[config.mk]
export PLATFORM = sky130hd
export DESIGN_NAME = sorted_unique_key_record_table
export DESIGN_NICKNAME = d
export VERILOG_FILES = /design/src/rtl/core/sukrt_pkg.sv /design/src/rtl/core/sukrt_ram.sv /design/src/rtl/core/sukrt_ctrl.sv /design/src/rtl/core/sorted_unique_key_record_table.sv
export SDC_FILE = /design/constraint.sdc
export NUM_CORES = 2
export LEC_CHECK = 0
export BUFFER_PORTS_ARGS = -buffer_cell sky130_fd_sc_hd__buf_2
export CORE_MARGIN = 2
export CORE_UTILIZATION = 60
export CTS_CLUSTER_SIZE = 20
export DETAILED_ROUTE_END_ITERATION = 10
export PLACE_DENSITY = 0.85
export SYNTH_ARGS = -nofsm -noshare
export SYNTH_HDL_FRONTEND = slang
export SYNTH_SLANG_ARGS = --single-unit
[constraint.sdc]
create_clock -name i_clk -period 14.21 [get_ports i_clk]
set_clock_uncertainty 0.15 [all_clocks]
set_input_delay 2.1315 -clock i_clk [delete_from_list [all_inputs] [get_ports i_clk]]
set_output_delay 2.1315 -clock i_clk [all_outputs]
set_load 0.01 [all_outputs]
[src/rtl/core/sukrt_pkg.sv]
// Shared constants, codes and structs of the sorted unique-key record table.
package sukrt_pkg;

    localparam int CAPACITY    = 16;
    localparam int NAME_BITS   = 64;
    localparam int MAX_RESULTS = 16;
    localparam int KEY_W       = 32;
    localparam int NAME_W      = 64;
    localparam int OP_W        = 3;
    localparam int ST_W        = 3;
    localparam int CNT_W       = $clog2(CAPACITY + 1);
    localparam int IDX_W       = $clog2(CAPACITY);
    localparam int REC_W       = KEY_W + NAME_BITS;

    typedef enum logic [OP_W-1:0] {
        OP_INSERT    = 3'd0,
        OP_DELETE    = 3'd1,
        OP_SEARCH    = 3'd2,
        OP_DUMP_ASC  = 3'd3,
        OP_DUMP_DESC = 3'd4
    } t_op;

    typedef enum logic [ST_W-1:0] {
        ST_OK       = 3'd0,
        ST_DUP      = 3'd1,
        ST_NOTFOUND = 3'd2,
        ST_EMPTY    = 3'd3,
        ST_FULL     = 3'd4
    } t_status;

    typedef enum logic [3:0] {
        S_IDLE,
        S_SCAN,
        S_CMP,
        S_INS_SHIFT,
        S_INS_WR,
        S_DEL_SHIFT,
        S_DEL_WR,
        S_DUMP_RD,
        S_DUMP_OUT
    } t_state;

    typedef struct packed {
        logic             we;
        logic [IDX_W-1:0] waddr;
        logic [REC_W-1:0] wdata;
        logic [IDX_W-1:0] raddr;
    } t_ram_req;

    typedef struct packed {
        logic                    valid;
        t_status                 status;
        logic signed [KEY_W-1:0] key;
        logic [NAME_BITS-1:0]    name;
        logic                    last;
    } t_result;

endpackage

[src/rtl/core/sukrt_ram.sv]
// Generic single-port-write, single-port-read RAM with registered read data.
module sukrt_ram #(
    parameter int WIDTH = 8,
    parameter int DEPTH = 16,
    localparam int AW   = $clog2(DEPTH)
) (
    input  logic             i_clk,
    input  logic             i_we,
    input  logic [AW-1:0]    i_waddr,
    input  logic [WIDTH-1:0] i_wdata,
    input  logic [AW-1:0]    i_raddr,
    output logic [WIDTH-1:0] o_rdata
);

    logic [WIDTH-1:0] r_mem [DEPTH];
    logic [WIDTH-1:0] r_rdata;

    always_ff @(posedge i_clk) begin
        if (i_we) begin
            r_mem[i_waddr] <= i_wdata;
        end
        r_rdata <= r_mem[i_raddr];
    end

    assign o_rdata = r_rdata;

endmodule

[src/rtl/core/sukrt_ctrl.sv]
// Sequencer of the record table: key scan with one shared comparator, shifts and dumps.
module sukrt_ctrl (
    input  logic                             i_clk,
    input  logic                             i_rst_n,
    input  logic                             i_start,
    input  logic [sukrt_pkg::OP_W-1:0]       i_opcode,
    input  logic signed [sukrt_pkg::KEY_W-1:0] i_key,
    input  logic [sukrt_pkg::NAME_W-1:0]     i_record_name,
    input  logic [sukrt_pkg::REC_W-1:0]      i_rd_data,
    output logic                             o_busy,
    output sukrt_pkg::t_ram_req              o_ram,
    output sukrt_pkg::t_result               o_res
);

    sukrt_pkg::t_state r_state, n_state;
    sukrt_pkg::t_op    r_op, n_op;
    logic signed [sukrt_pkg::KEY_W-1:0]   r_key, n_key;
    logic [sukrt_pkg::NAME_BITS-1:0]      r_name, n_name;
    logic [sukrt_pkg::CNT_W-1:0]          r_count, n_count;
    logic [sukrt_pkg::CNT_W-1:0]          r_idx, n_idx;
    logic [sukrt_pkg::CNT_W-1:0]          r_pos, n_pos;
    logic [sukrt_pkg::CNT_W-1:0]          r_lim, n_lim;

    logic signed [sukrt_pkg::KEY_W-1:0]   rd_key;
    logic [sukrt_pkg::NAME_BITS-1:0]      rd_name;
    logic                                 key_lt, key_eq;
    logic [sukrt_pkg::CNT_W-1:0]          idx_inc, idx_dec, dump_addr, lim_calc;
    logic                                 scan_done, scan_eq;

    assign {rd_key, rd_name} = i_rd_data;

    // The one comparator shared by every step of the scan.
    assign key_lt = rd_key < r_key;
    assign key_eq = rd_key == r_key;

    assign idx_inc   = r_idx + sukrt_pkg::CNT_W'(1);
    assign idx_dec   = r_idx - sukrt_pkg::CNT_W'(1);
    assign dump_addr = (r_op == sukrt_pkg::OP_DUMP_ASC) ? r_idx
                                                        : (r_count - idx_inc);
    assign lim_calc  = (32'(r_count) > sukrt_pkg::MAX_RESULTS)
                     ? sukrt_pkg::CNT_W'(sukrt_pkg::MAX_RESULTS) : r_count;

    always_ff @(posedge i_clk) begin
        if (!i_rst_n) begin
            r_state <= sukrt_pkg::S_IDLE;
            r_count <= '0;
        end else begin
            r_state <= n_state;
            r_count <= n_count;
        end
        r_op   <= n_op;
        r_key  <= n_key;
        r_name <= n_name;
        r_idx  <= n_idx;
        r_pos  <= n_pos;
        r_lim  <= n_lim;
    end

    always_comb begin
        n_state = r_state;
        n_op    = r_op;
        n_key   = r_key;
        n_name  = r_name;
        n_count = r_count;
        n_idx   = r_idx;
        n_pos   = r_pos;
        n_lim   = r_lim;

        o_ram        = '0;
        o_res        = '0;
        o_res.status = sukrt_pkg::ST_OK;
        o_res.last   = 1'b1;
        scan_done    = 1'b0;
        scan_eq      = 1'b0;

        case (r_state)
            sukrt_pkg::S_IDLE: begin
                if (i_start) begin
                    n_op   = sukrt_pkg::t_op'(i_opcode);
                    n_key  = i_key;
                    n_name = sukrt_pkg::NAME_BITS'(i_record_name);
                    n_idx  = '0;
                    case (sukrt_pkg::t_op'(i_opcode))
                        sukrt_pkg::OP_INSERT: begin
                            n_state = sukrt_pkg::S_SCAN;
                        end
                        sukrt_pkg::OP_DELETE, sukrt_pkg::OP_SEARCH,
                        sukrt_pkg::OP_DUMP_ASC, sukrt_pkg::OP_DUMP_DESC: begin
                            if (r_count == '0) begin
                                o_res.valid  = 1'b1;
                                o_res.status = sukrt_pkg::ST_EMPTY;
                            end else if (i_opcode == sukrt_pkg::OP_DELETE ||
                                         i_opcode == sukrt_pkg::OP_SEARCH) begin
                                n_state = sukrt_pkg::S_SCAN;
                            end else begin
                                n_lim   = lim_calc;
                                n_state = sukrt_pkg::S_DUMP_RD;
                            end
                        end
                        default: begin
                            n_state = sukrt_pkg::S_IDLE;
                        end
                    endcase
                end
            end
            sukrt_pkg::S_SCAN: begin
                if (r_idx < r_count) begin
                    o_ram.raddr = r_idx[sukrt_pkg::IDX_W-1:0];
                    n_state     = sukrt_pkg::S_CMP;
                end else begin
                    scan_done = 1'b1;
                end
            end
            sukrt_pkg::S_CMP: begin
                if (key_lt) begin
                    n_idx   = idx_inc;
                    n_state = sukrt_pkg::S_SCAN;
                end else begin
                    scan_done = 1'b1;
                    scan_eq   = key_eq;
                end
            end
            sukrt_pkg::S_INS_SHIFT: begin
                if (r_idx > r_pos) begin
                    o_ram.raddr = idx_dec[sukrt_pkg::IDX_W-1:0];
                    n_state     = sukrt_pkg::S_INS_WR;
                end else begin
                    o_ram.we    = 1'b1;
                    o_ram.waddr = r_pos[sukrt_pkg::IDX_W-1:0];
                    o_ram.wdata = {r_key, r_name};
                    n_count     = r_count + sukrt_pkg::CNT_W'(1);
                    o_res.valid = 1'b1;
                    n_state     = sukrt_pkg::S_IDLE;
                end
            end
            sukrt_pkg::S_INS_WR: begin
                o_ram.we    = 1'b1;
                o_ram.waddr = r_idx[sukrt_pkg::IDX_W-1:0];
                o_ram.wdata = i_rd_data;
                n_idx       = idx_dec;
                n_state     = sukrt_pkg::S_INS_SHIFT;
            end
            sukrt_pkg::S_DEL_SHIFT: begin
                if (idx_inc < r_count) begin
                    o_ram.raddr = idx_inc[sukrt_pkg::IDX_W-1:0];
                    n_state     = sukrt_pkg::S_DEL_WR;
                end else begin
                    n_count     = r_count - sukrt_pkg::CNT_W'(1);
                    o_res.valid = 1'b1;
                    n_state     = sukrt_pkg::S_IDLE;
                end
            end
            sukrt_pkg::S_DEL_WR: begin
                o_ram.we    = 1'b1;
                o_ram.waddr = r_idx[sukrt_pkg::IDX_W-1:0];
                o_ram.wdata = i_rd_data;
                n_idx       = idx_inc;
                n_state     = sukrt_pkg::S_DEL_SHIFT;
            end
            sukrt_pkg::S_DUMP_RD: begin
                o_ram.raddr = dump_addr[sukrt_pkg::IDX_W-1:0];
                n_state     = sukrt_pkg::S_DUMP_OUT;
            end
            sukrt_pkg::S_DUMP_OUT: begin
                o_res.valid = 1'b1;
                o_res.key   = rd_key;
                o_res.name  = rd_name;
                o_res.last  = (idx_inc == r_lim);
                n_idx       = idx_inc;
                n_state     = (idx_inc == r_lim) ? sukrt_pkg::S_IDLE
                                                 : sukrt_pkg::S_DUMP_RD;
            end
            default: begin
                n_state = sukrt_pkg::S_IDLE;
            end
        endcase

        // The scan has found the first slot whose key is not below the search key, or has passed the last record.
        if (scan_done) begin
            n_state = sukrt_pkg::S_IDLE;
            case (r_op)
                sukrt_pkg::OP_INSERT: begin
                    if (scan_eq) begin
                        o_res.valid  = 1'b1;
                        o_res.status = sukrt_pkg::ST_DUP;
                    end else if (32'(r_count) == sukrt_pkg::CAPACITY) begin
                        o_res.valid  = 1'b1;
                        o_res.status = sukrt_pkg::ST_FULL;
                    end else begin
                        n_pos   = r_idx;
                        n_idx   = r_count;
                        n_state = sukrt_pkg::S_INS_SHIFT;
                    end
                end
                sukrt_pkg::OP_DELETE: begin
                    if (!scan_eq) begin
                        o_res.valid  = 1'b1;
                        o_res.status = sukrt_pkg::ST_NOTFOUND;
                    end else begin
                        n_state = sukrt_pkg::S_DEL_SHIFT;
                    end
                end
                default: begin
                    o_res.valid = 1'b1;
                    if (!scan_eq) begin
                        o_res.status = sukrt_pkg::ST_NOTFOUND;
                    end else begin
                        o_res.key  = rd_key;
                        o_res.name = rd_name;
                    end
                end
            endcase
        end
    end

    assign o_busy = (r_state != sukrt_pkg::S_IDLE);

endmodule

[src/rtl/core/sorted_unique_key_record_table.sv]
// Sorted unique-key record table: a packed, ascending array of key and name records.
// Insert and delete scan for the slot, then shift the later records one at a time;
// search scans to its slot; a dump reads and emits its words one by one. Each result
// word appears in the cycle after it is formed. One item at a time, one entry per
// read-then-act step of the single record memory port pair. Results cannot be stalled.
// Reset (synchronous, active low) empties the table at once; no memory clearing pass.
module sorted_unique_key_record_table (
    input  logic                               i_clk,
    input  logic                               i_rst_n,
    input  logic                               start,
    input  logic [sukrt_pkg::OP_W-1:0]         i_opcode,
    input  logic signed [sukrt_pkg::KEY_W-1:0] i_key,
    input  logic [sukrt_pkg::NAME_W-1:0]       i_record_name,
    output logic                               busy,
    output logic                               o_valid,
    output logic [sukrt_pkg::ST_W-1:0]         o_status,
    output logic signed [sukrt_pkg::KEY_W-1:0] o_out_key,
    output logic [sukrt_pkg::NAME_W-1:0]       o_out_name,
    output logic                               o_last
);

    sukrt_pkg::t_ram_req             ram_req;
    sukrt_pkg::t_result              res;
    logic [sukrt_pkg::REC_W-1:0]     rd_data;

    logic                               r_valid;
    logic [sukrt_pkg::ST_W-1:0]         r_status;
    logic signed [sukrt_pkg::KEY_W-1:0] r_key;
    logic [sukrt_pkg::NAME_BITS-1:0]    r_name;
    logic                               r_last;

    // Each record is stored as one word: key in the upper bits, name below it.
    sukrt_ram #(
        .WIDTH (sukrt_pkg::REC_W),
        .DEPTH (sukrt_pkg::CAPACITY)
    ) u_ram (
        .i_clk   (i_clk),
        .i_we    (ram_req.we),
        .i_waddr (ram_req.waddr),
        .i_wdata (ram_req.wdata),
        .i_raddr (ram_req.raddr),
        .o_rdata (rd_data)
    );

    sukrt_ctrl u_ctrl (
        .i_clk         (i_clk),
        .i_rst_n       (i_rst_n),
        .i_start       (start),
        .i_opcode      (i_opcode),
        .i_key         (i_key),
        .i_record_name (i_record_name),
        .i_rd_data     (rd_data),
        .o_busy        (busy),
        .o_ram         (ram_req),
        .o_res         (res)
    );

    // The result register holds each word for exactly one cycle, so the sequencer
    // can return to idle and take the next item while the final word is shown.
    always_ff @(posedge i_clk) begin
        if (!i_rst_n) begin
            r_valid <= 1'b0;
        end else begin
            r_valid <= res.valid;
        end
        r_status <= res.status;
        r_key    <= res.key;
        r_name   <= res.name;
        r_last   <= res.last;
    end

    assign o_valid    = r_valid;
    assign o_status   = r_status;
    assign o_out_key  = r_key;
    assign o_out_name = sukrt_pkg::NAME_W'(r_name);
    assign o_last     = r_last;

endmodule

; Yosys cells after proc, flatten, opt, wreduce, memory -nomap -nowiden
; Memories as Yosys holds them, arrays and structs flattened. A register that Yosys moved wholly into a read port is not among the register bits.
; Cells that the tools add are included.
[totals]
ff_bits = 224
latch_bits = 0
mem_bits_rw = 1536
romBits = 0
in_bits = 102
memories = 1
[memory_table]
columns = memory, depth, width, rd, rd_clocked_by_memory_dff, write_ports, line_no
row1 = u_ram.r_mem, 16, 96, 1, 1, 1, sukrt_ram.sv:15  ; logic [WIDTH-1:0] r_mem [DEPTH];
[classes]
n_addsub = 5
multipliers = 0
n_div = 0
n_lt_le_gt_ge = 5
eq_ne = 23
shifts = 0
n_mux = 55
bitwise = 4
n_reduce_logical = 16
[op_table]
columns = cell, count
row1 = $pmux W101 S2, 1
row2 = $mux W96, 2
row3 = $mux W101, 1
row4 = $mux W100, 1
row5 = $mux W97, 1
row6 = $mux W4, 16
row7 = $mux W5, 8
row8 = $pmux W4 S9, 1
row9 = $eq A32 B32 Y1, 1
row10 = $lt A32 B32 Y1, 1
row11 = $pmux W4 S2, 3
row12 = $mux W3, 7
row13 = $pmux W5 S4, 1
row14 = $eq A4 B3 Y1 const B, 4
row15 = $pmux W4 S4, 1
row16 = $add A5 B1 Y5 const B, 2
row17 = $lt A5 B5 Y1, 2
row18 = $pmux W5 S2, 1
row19 = $sub A5 B1 Y5 const B, 2
row20 = $eq A3 B2 Y1 const B, 3
row21 = $eq A4 B2 Y1 const B, 2
row22 = $mux W1, 8
row23 = $reduce_and A4 Y1, 2
row24 = $eq A3 B1 Y1 const B, 2
row25 = 27 further kinds, 35

; Depth between registers and ports, before layout
[logic_depth]
word_depth = 9
depth_mapped = 16

; By module
; Synthesis repeated with hierarchy kept, for this count alone.
[unflattened]
hier_cells = 3287
area_unflattened_um2 = 69411.6
[by_module_without_submodules]
columns = mod, instances, cells_per_inst, area_each_um2
row1 = sukrt_ram, 1, 2460, 59358.2
row2 = sukrt_ctrl, 1, 725, 8025.2
row3 = sorted_unique_key_record_table, 1, 102, 2028.2

; Worst setup path before layout
; No wires, ideal clock.
[synth_timing]
path_kind = reg2reg
startpoint = register u_ctrl.r_pos[2] (netlist name)
endpoint = memory u_ram.r_mem[5][0] (netlist name) (enable)
arrival_ns = 6.182
required_ns = 13.508
setup_slack_ns = 7.326
path_stages_with_launch = 11
path_buffers = 1
period_less_slack_ns = 6.884
cell_sequence = edfxtp_1 -> inv_1 -> ha_1 -> a21o_1 -> a21o_1 -> a211oi_2 -> nor2_1 -> nor2_1 -> clkbuf_1 -> a31oi_1 -> nor2_1
[synth_via]
elab_chain_len = 5
[synth_rtl]
columns = element, line_no
row1 = start: declaration, sukrt_ctrl.sv:21  ; logic [sukrt_pkg::CNT_W-1:0] r_pos, n_pos;
row2 = start signal: assignment, sukrt_ctrl.sv:55  ; r_pos <= n_pos;
row3 = $gt A5 B5 Y1, sukrt_ctrl.sv:124  ; if (r_idx > r_pos) begin
row4 = $mux W101 (*), sukrt_ctrl.sv:124
row5 = $pmux W101 S2 (*), sukrt_ctrl.sv:76  ; case (r_state)
row6 = $mux W1, sukrt_ram.sv:19  ; if (i_we) begin
row7 = $mux W1 (implied by the code), sukrt_ram.sv:20  ; r_mem[i_waddr] <= i_wdata;
row8 = end: declaration, sukrt_ram.sv:15
; Every way passes the cells marked *; elsewhere a longest branch is shown, timed or not.

; Worst setup path in the final report
[layout_timing]
startpoint = register u_ctrl.r_idx[0] (netlist name)
endpoint = register u_ram.r_rdata[24] (netlist: u_ram.o_rdata[24]), read port of u_ram.r_mem
[layout_via]
elab_chain_len = 4
[layout_rtl]
columns = element, line_no
row1 = start: declaration, sukrt_ctrl.sv:20  ; logic [sukrt_pkg::CNT_W-1:0] r_idx, n_idx;
row2 = start signal: assignment, sukrt_ctrl.sv:54  ; r_idx <= n_idx;
row3 = $add A5 B1 Y5, sukrt_ctrl.sv:36  ; assign idx_inc = r_idx + sukrt_pkg::CNT_W'(1);
row4 = $sub A4 B4 Y4 or $lt A5 B5 Y1 (tied branches), "sukrt_ctrl.sv:39, sukrt_ctrl.sv:144"
row5 = "$mux W4, on equally long branches", "sukrt_ctrl.sv:38, sukrt_ctrl.sv:144"
row6 = $pmux W4 S4 (*), sukrt_ctrl.sv:76
row7 = end: declaration, sukrt_ram.sv:16  ; logic [WIDTH-1:0] r_rdata;
; Marked as above.
; A chain may end at the register's enable or synchronous reset.

==> results_tabular.tex <==
\begin{tabular}{lr}
\hline
Metric & Value \\
\hline
\multicolumn{2}{l}{\textbf{Job}} \\
\quad Number of violations of the max-capacitance limit & 0 \\
\multicolumn{2}{l}{\textbf{Hold path}} \\
\quad Worst min-delay path class & register to register \\
\quad End point of the most critical hold path & o\_out\_name[63] \\
\quad Min-Delay Startpoint & u\_ram.o\_rdata[63] \\
\quad Hold Path Stages & 1 \\
\multicolumn{2}{l}{\textbf{Final layout}} \\
\quad Non-filler instance count after layout & 7060 \\
\quad Final cell area excluding filler cells & 78860 µm² \\
\quad Most common cell after layout, fill and taps aside & sky130\_fd\_sc\_hd\_\_edfxtp\_1 \\
\quad Post-synthesis to final-layout area growth & 11.47\% \\
\quad Most frequent cells in the layout & sky130\_fd\_sc\_hd\_\_edfxtp\_1 (1645), sky130\_fd\_sc\_hd\_\_nand2\_1 (1336), sky130\_fd\_sc\_hd\_\_nand3\_1 (569) \\
\quad Number of nets in the layout & 5537 \\
\quad Layout cell share with drive strength beyond 1 & 0.1030 \\
\multicolumn{2}{l}{\textbf{Global route}} \\
\quad Maximum number of pins on one net before global-route repair & 189 \\
\quad Global-route wire length before repair & 277.0 mm \\
\quad Vias in the first global route & 45880 \\
\quad Antenna violations before repair & 3 \\
\quad Overall Global Routing Usage & 0.3061 \\
\quad Total overflow reported by the global router & 0 \\
\multicolumn{2}{l}{\textbf{Critical path}} \\
\quad Required time of the worst setup path & 14.76 ns \\
\quad Capturing point of the worst reg2reg path & u\_ram.o\_rdata[24] \\
\quad Reg2reg start & u\_ctrl.r\_idx[0] \\
\quad Category of the most critical setup path & register to register \\
\quad Cell at the slowest stage of the critical path & sky130\_fd\_sc\_hd\_\_buf\_4 \\
\quad Kind of capture point of the worst setup path & register \\
\quad Maximum single-stage delay on the critical path & 1.08 ns \\
\quad Worst Setup Start Kind & register \\
\quad Worst setup slack for register-to-register paths & 7.03 ns \\
\quad Worst-path maximum fanout & 113 \\
\quad Worst Path Arrival & 7.73 ns \\
\quad CP Cell Sequence & inv\_1, ha\_1, ha\_1, nor2b\_1, o211ai\_1, a21boi\_1, o22ai\_1, a221oi\_4, buf\_4, buf\_4, buf\_4, nand2\_1, nand3\_1, o2111ai\_1, o22ai\_1 \\
\quad Worst r2r path cells & 15 \\
\quad Most prevalent standard cell on the critical path & sky130\_fd\_sc\_hd\_\_buf\_4 \\
\multicolumn{2}{l}{\textbf{Place}} \\
\quad Post-Place Cells & 6722 \\
\quad Post-DP HPWL & 89.43 mm \\
\quad Count of buffers from port buffering & 203 \\
\quad Total placed instance area & 73080 µm² \\
\quad Final weighted congestion of routability-driven global placement & 0.8982 \\
\multicolumn{2}{l}{\textbf{Pwr}} \\
\quad Sequential group share of total power & 0.492 \\
\quad Total power after layout & 13.21 mW \\
\quad Clock share of power & 0.354 \\
\quad Combinational cell fraction of total power & 0.154 \\
\quad Net Sw Power & 3.764 mW \\
\quad Net switching fraction of the power & 0.2850 \\
\quad Worst ir drop on vdd & 0.1874 mV \\
\quad Ratio of total power to cell area & 167.5 nW/µm² \\
\quad Internal power component & 9.443 mW \\
\quad Static power due to leakage & 27.73 nW \\
\multicolumn{2}{l}{\textbf{Clocking}} \\
\quad Clock latency on the worst-skew pair & 0.83 ns \\
\quad Maximum level of the CTS H-tree & 4 \\
\quad Post-cts gate resize count & 0 \\
\quad Number of buffers created by CTS & 178 \\
\quad CTS tree & done \\
\quad Clock-pin slew on the worst setup and hold paths & 0.06 ns \\
\quad Clk buf depth & 3 \\
\quad Number of setup buffers added after CTS & 0 \\
\quad Number of buffers added to fix hold violations after cts & 0 \\
\quad Cell at the root of the clock tree & sky130\_fd\_sc\_hd\_\_clkbuf\_16 \\
\quad Sink Count & 1856 \\
\multicolumn{2}{l}{\textbf{Floorplan}} \\
\quad Number of placement rows & 125 \\
\quad Starting density of the core & 0.6072 \\
\quad Number of primary I/O pins & 204 \\
\quad Die extent in y & 347.4 µm \\
\quad Core area & 116500 µm² \\
\quad Die ar. & 120700 µm² \\
\quad Horizontal die dimension & 347.4 µm \\
\multicolumn{2}{l}{\textbf{Yosys}} \\
\quad Flip-flop cell with the highest count after synthesis & sky130\_fd\_sc\_hd\_\_edfxtp\_1 \\
\quad Count of different cell masters after synthesis & 66 \\
\quad Summed instance area of the synthesized netlist & 70740 µm² \\
\quad Number of enable flip-flop cells after synthesis & 1645 \\
\quad Post-synthesis net count & 5412 \\
\quad Post-synthesis instance total & 5253 \\
\quad Post-synthesis async set-or-reset flop share & 0 \\
\quad Synth warn & 0 \\
\quad Flops \& latches, synth & 1856 \\
\quad Portion of the post-synthesis area used by sequential elements & 0.7580 \\
\quad Mean instance size in the synthesized netlist & 13.47 µm² \\
\multicolumn{2}{l}{\textbf{Timing}} \\
\quad Tightest hold margin & 0.3047 ns \\
\quad Setup repair after global routing missed its margin & no \\
\quad Total negative slack & 0 ns \\
\quad Setup-violating endpoint count in the final report & 0 \\
\quad Final critical-path share of the clock period & 0.5054 \\
\quad Max Slew Vio Count & 0 \\
\quad Max Fclk & 0.1392 GHz \\
\quad Worst-Margin Slew & 1.258 ns \\
\quad Final hold violations & 0 \\
\quad Headroom to the max-slew limit & 0.1613 \\
\quad Time the worst path needs with I/O delays and setup & 7.182 ns \\
\multicolumn{2}{l}{\textbf{Detailed routing}} \\
\quad Routed WL & 188.6 mm \\
\quad DRC errors left & 0 \\
\quad Vias/cell & 6.664 \\
\quad Vias & 47050 \\
\quad Wl on met1 & 64.26 mm \\
\quad DR WL met3 & 27.26 mm \\
\quad DR WL/cell & 26.71 µm \\
\quad Met2 routed wirelength & 87.94 mm \\
\quad Antenna Nets Post-Route & 0 \\
\quad Top routing layer in use & met5 \\
\quad Total iterations of the first detailed-routing run & 8 \\
\quad Initial DRC Count & 8524 \\
\multicolumn{2}{l}{\textbf{Run status}} \\
\quad Run status & finished, final reports clean \\
\hline
\end{tabular}
## cell families (layout without fill, tap and decap cells)
group | Yosys count | count (layout) | share of synthesized area
xor gates and xnor gates | 17 | 17 | 0.002105
buffers and inverters | 384 | 665 | 0.02347
AOI/OAI and AO/OA | 502 | 502 | 0.05177
muxes | 47 | 47 | 0.006650
adders and majority gates | 57 | 57 | 0.01029
DFF | 1856 | 1856 | 0.7580
other | 0 | 2 | 0
and+or+nand+nor | 2390 | 2390 | 0.1478
## area by class of cell
class / count / area (µm²)
clock inverters: 84 / 862.1
inverters: 58 / 217.7
clock buffers: 252 / 4912
well taps: 1524 / 1907
fillers: 7053 / 37660
diodes: 2 / 5.005
repair buffers: 271 / 1602
multi-input cells: 3013 / 15730
flip-flops and latches: 1856 / 53620
## critical path, delay by kind of cell (launching register included)
family	cells	cell delay (ns)
AND/OR/NAND/NOR	3	0.45
buffers and inverters	4	3.30
AO/OA/AOI/OAI	6	1.56
flip-flops	1	0.64
adder cells (fa/ha/maj)	2	0.82
## routing by layer
layer | global-route usage | vias up
met3 | 0.07123 | 700
met4 | 0.1531 | 4
met1 | 0.4053 | 22540
li1 | - | 19560
met5 | 0 | -
met2 | 0.4806 | 4249
## stage by stage
step,util,worst slack (ns)
CTS,0.6768,7.262
global route,0.6768,6.740
floorplan,-,7.326
global placement,0.6272,7.741
finish,0.6768,7.028
detailed placement,0.6272,7.440
## flip-flops by register name, summed over array words and instances (netlist names), 3 cells and up
signal and cells:
u_ctrl.r_idx 5, u_ctrl.r_count 5, u_ram.o_rdata 96, u_ram.r_mem 1536, o_out_key 32, o_status 3
u_ctrl.r_key 32, u_ctrl.r_state 4, u_ctrl.r_op 3, o_out_name 64, u_ctrl.r_lim 5, u_ctrl.r_pos 5
u_ctrl.r_name 64
## worst max-delay path by stage
stage | from | end | cells past startpoint
global route | u_ctrl.r_idx[0] | u_ram.o_rdata[24] | 15
global placement | u_ctrl.r_idx[0] | u_ram.o_rdata[5] | 15
finish | u_ctrl.r_idx[0] | u_ram.o_rdata[24] | 15
CTS | u_ctrl.r_idx[0] | u_ram.o_rdata[24] | 15
floorplan | u_ctrl.r_pos[2] | u_ram.r_mem[5][0] | 10
detailed placement | u_ctrl.r_idx[0] | u_ram.o_rdata[24] | 15
## Yosys cell counts, types with 11 or more instances
library cell                instances  share of area
sky130_fd_sc_hd__a21o_1            12         0.0013
sky130_fd_sc_hd__a21oi_1           32         0.0023
sky130_fd_sc_hd__a22o_1            98          0.012
sky130_fd_sc_hd__a31oi_1           98         0.0087
sky130_fd_sc_hd__and2_1           102         0.0090
sky130_fd_sc_hd__buf_2            155          0.011
sky130_fd_sc_hd__clkbuf_1         155         0.0082
sky130_fd_sc_hd__dfxtp_1          211          0.060
sky130_fd_sc_hd__edfxtp_1        1645           0.70
sky130_fd_sc_hd__ha_1              55         0.0097
sky130_fd_sc_hd__inv_1             58         0.0031
sky130_fd_sc_hd__mux2i_1           47         0.0067
sky130_fd_sc_hd__nand2_1         1336          0.071
sky130_fd_sc_hd__nand3_1          570          0.040
sky130_fd_sc_hd__nand4_1          109         0.0096
sky130_fd_sc_hd__nor2_1           143         0.0076
sky130_fd_sc_hd__nor3_1            96         0.0068
sky130_fd_sc_hd__o2111ai_1         91          0.011
sky130_fd_sc_hd__o21ai_0           34         0.0024
sky130_fd_sc_hd__o22ai_1           96         0.0085
sky130_fd_sc_hd__xnor2_1           11         0.0014
## power groups by stage
stage,registers (mW),clock network (mW),logic (mW)
floorplan,6.42,0,1.36
global placement,6.58,0,1.84
detailed placement,6.58,0,1.94
CTS,6.47,4.69,1.98
global route,6.50,4.89,2.16
finish,6.50,4.67,2.04
Note: power is estimated with default switching activity, not from simulation.
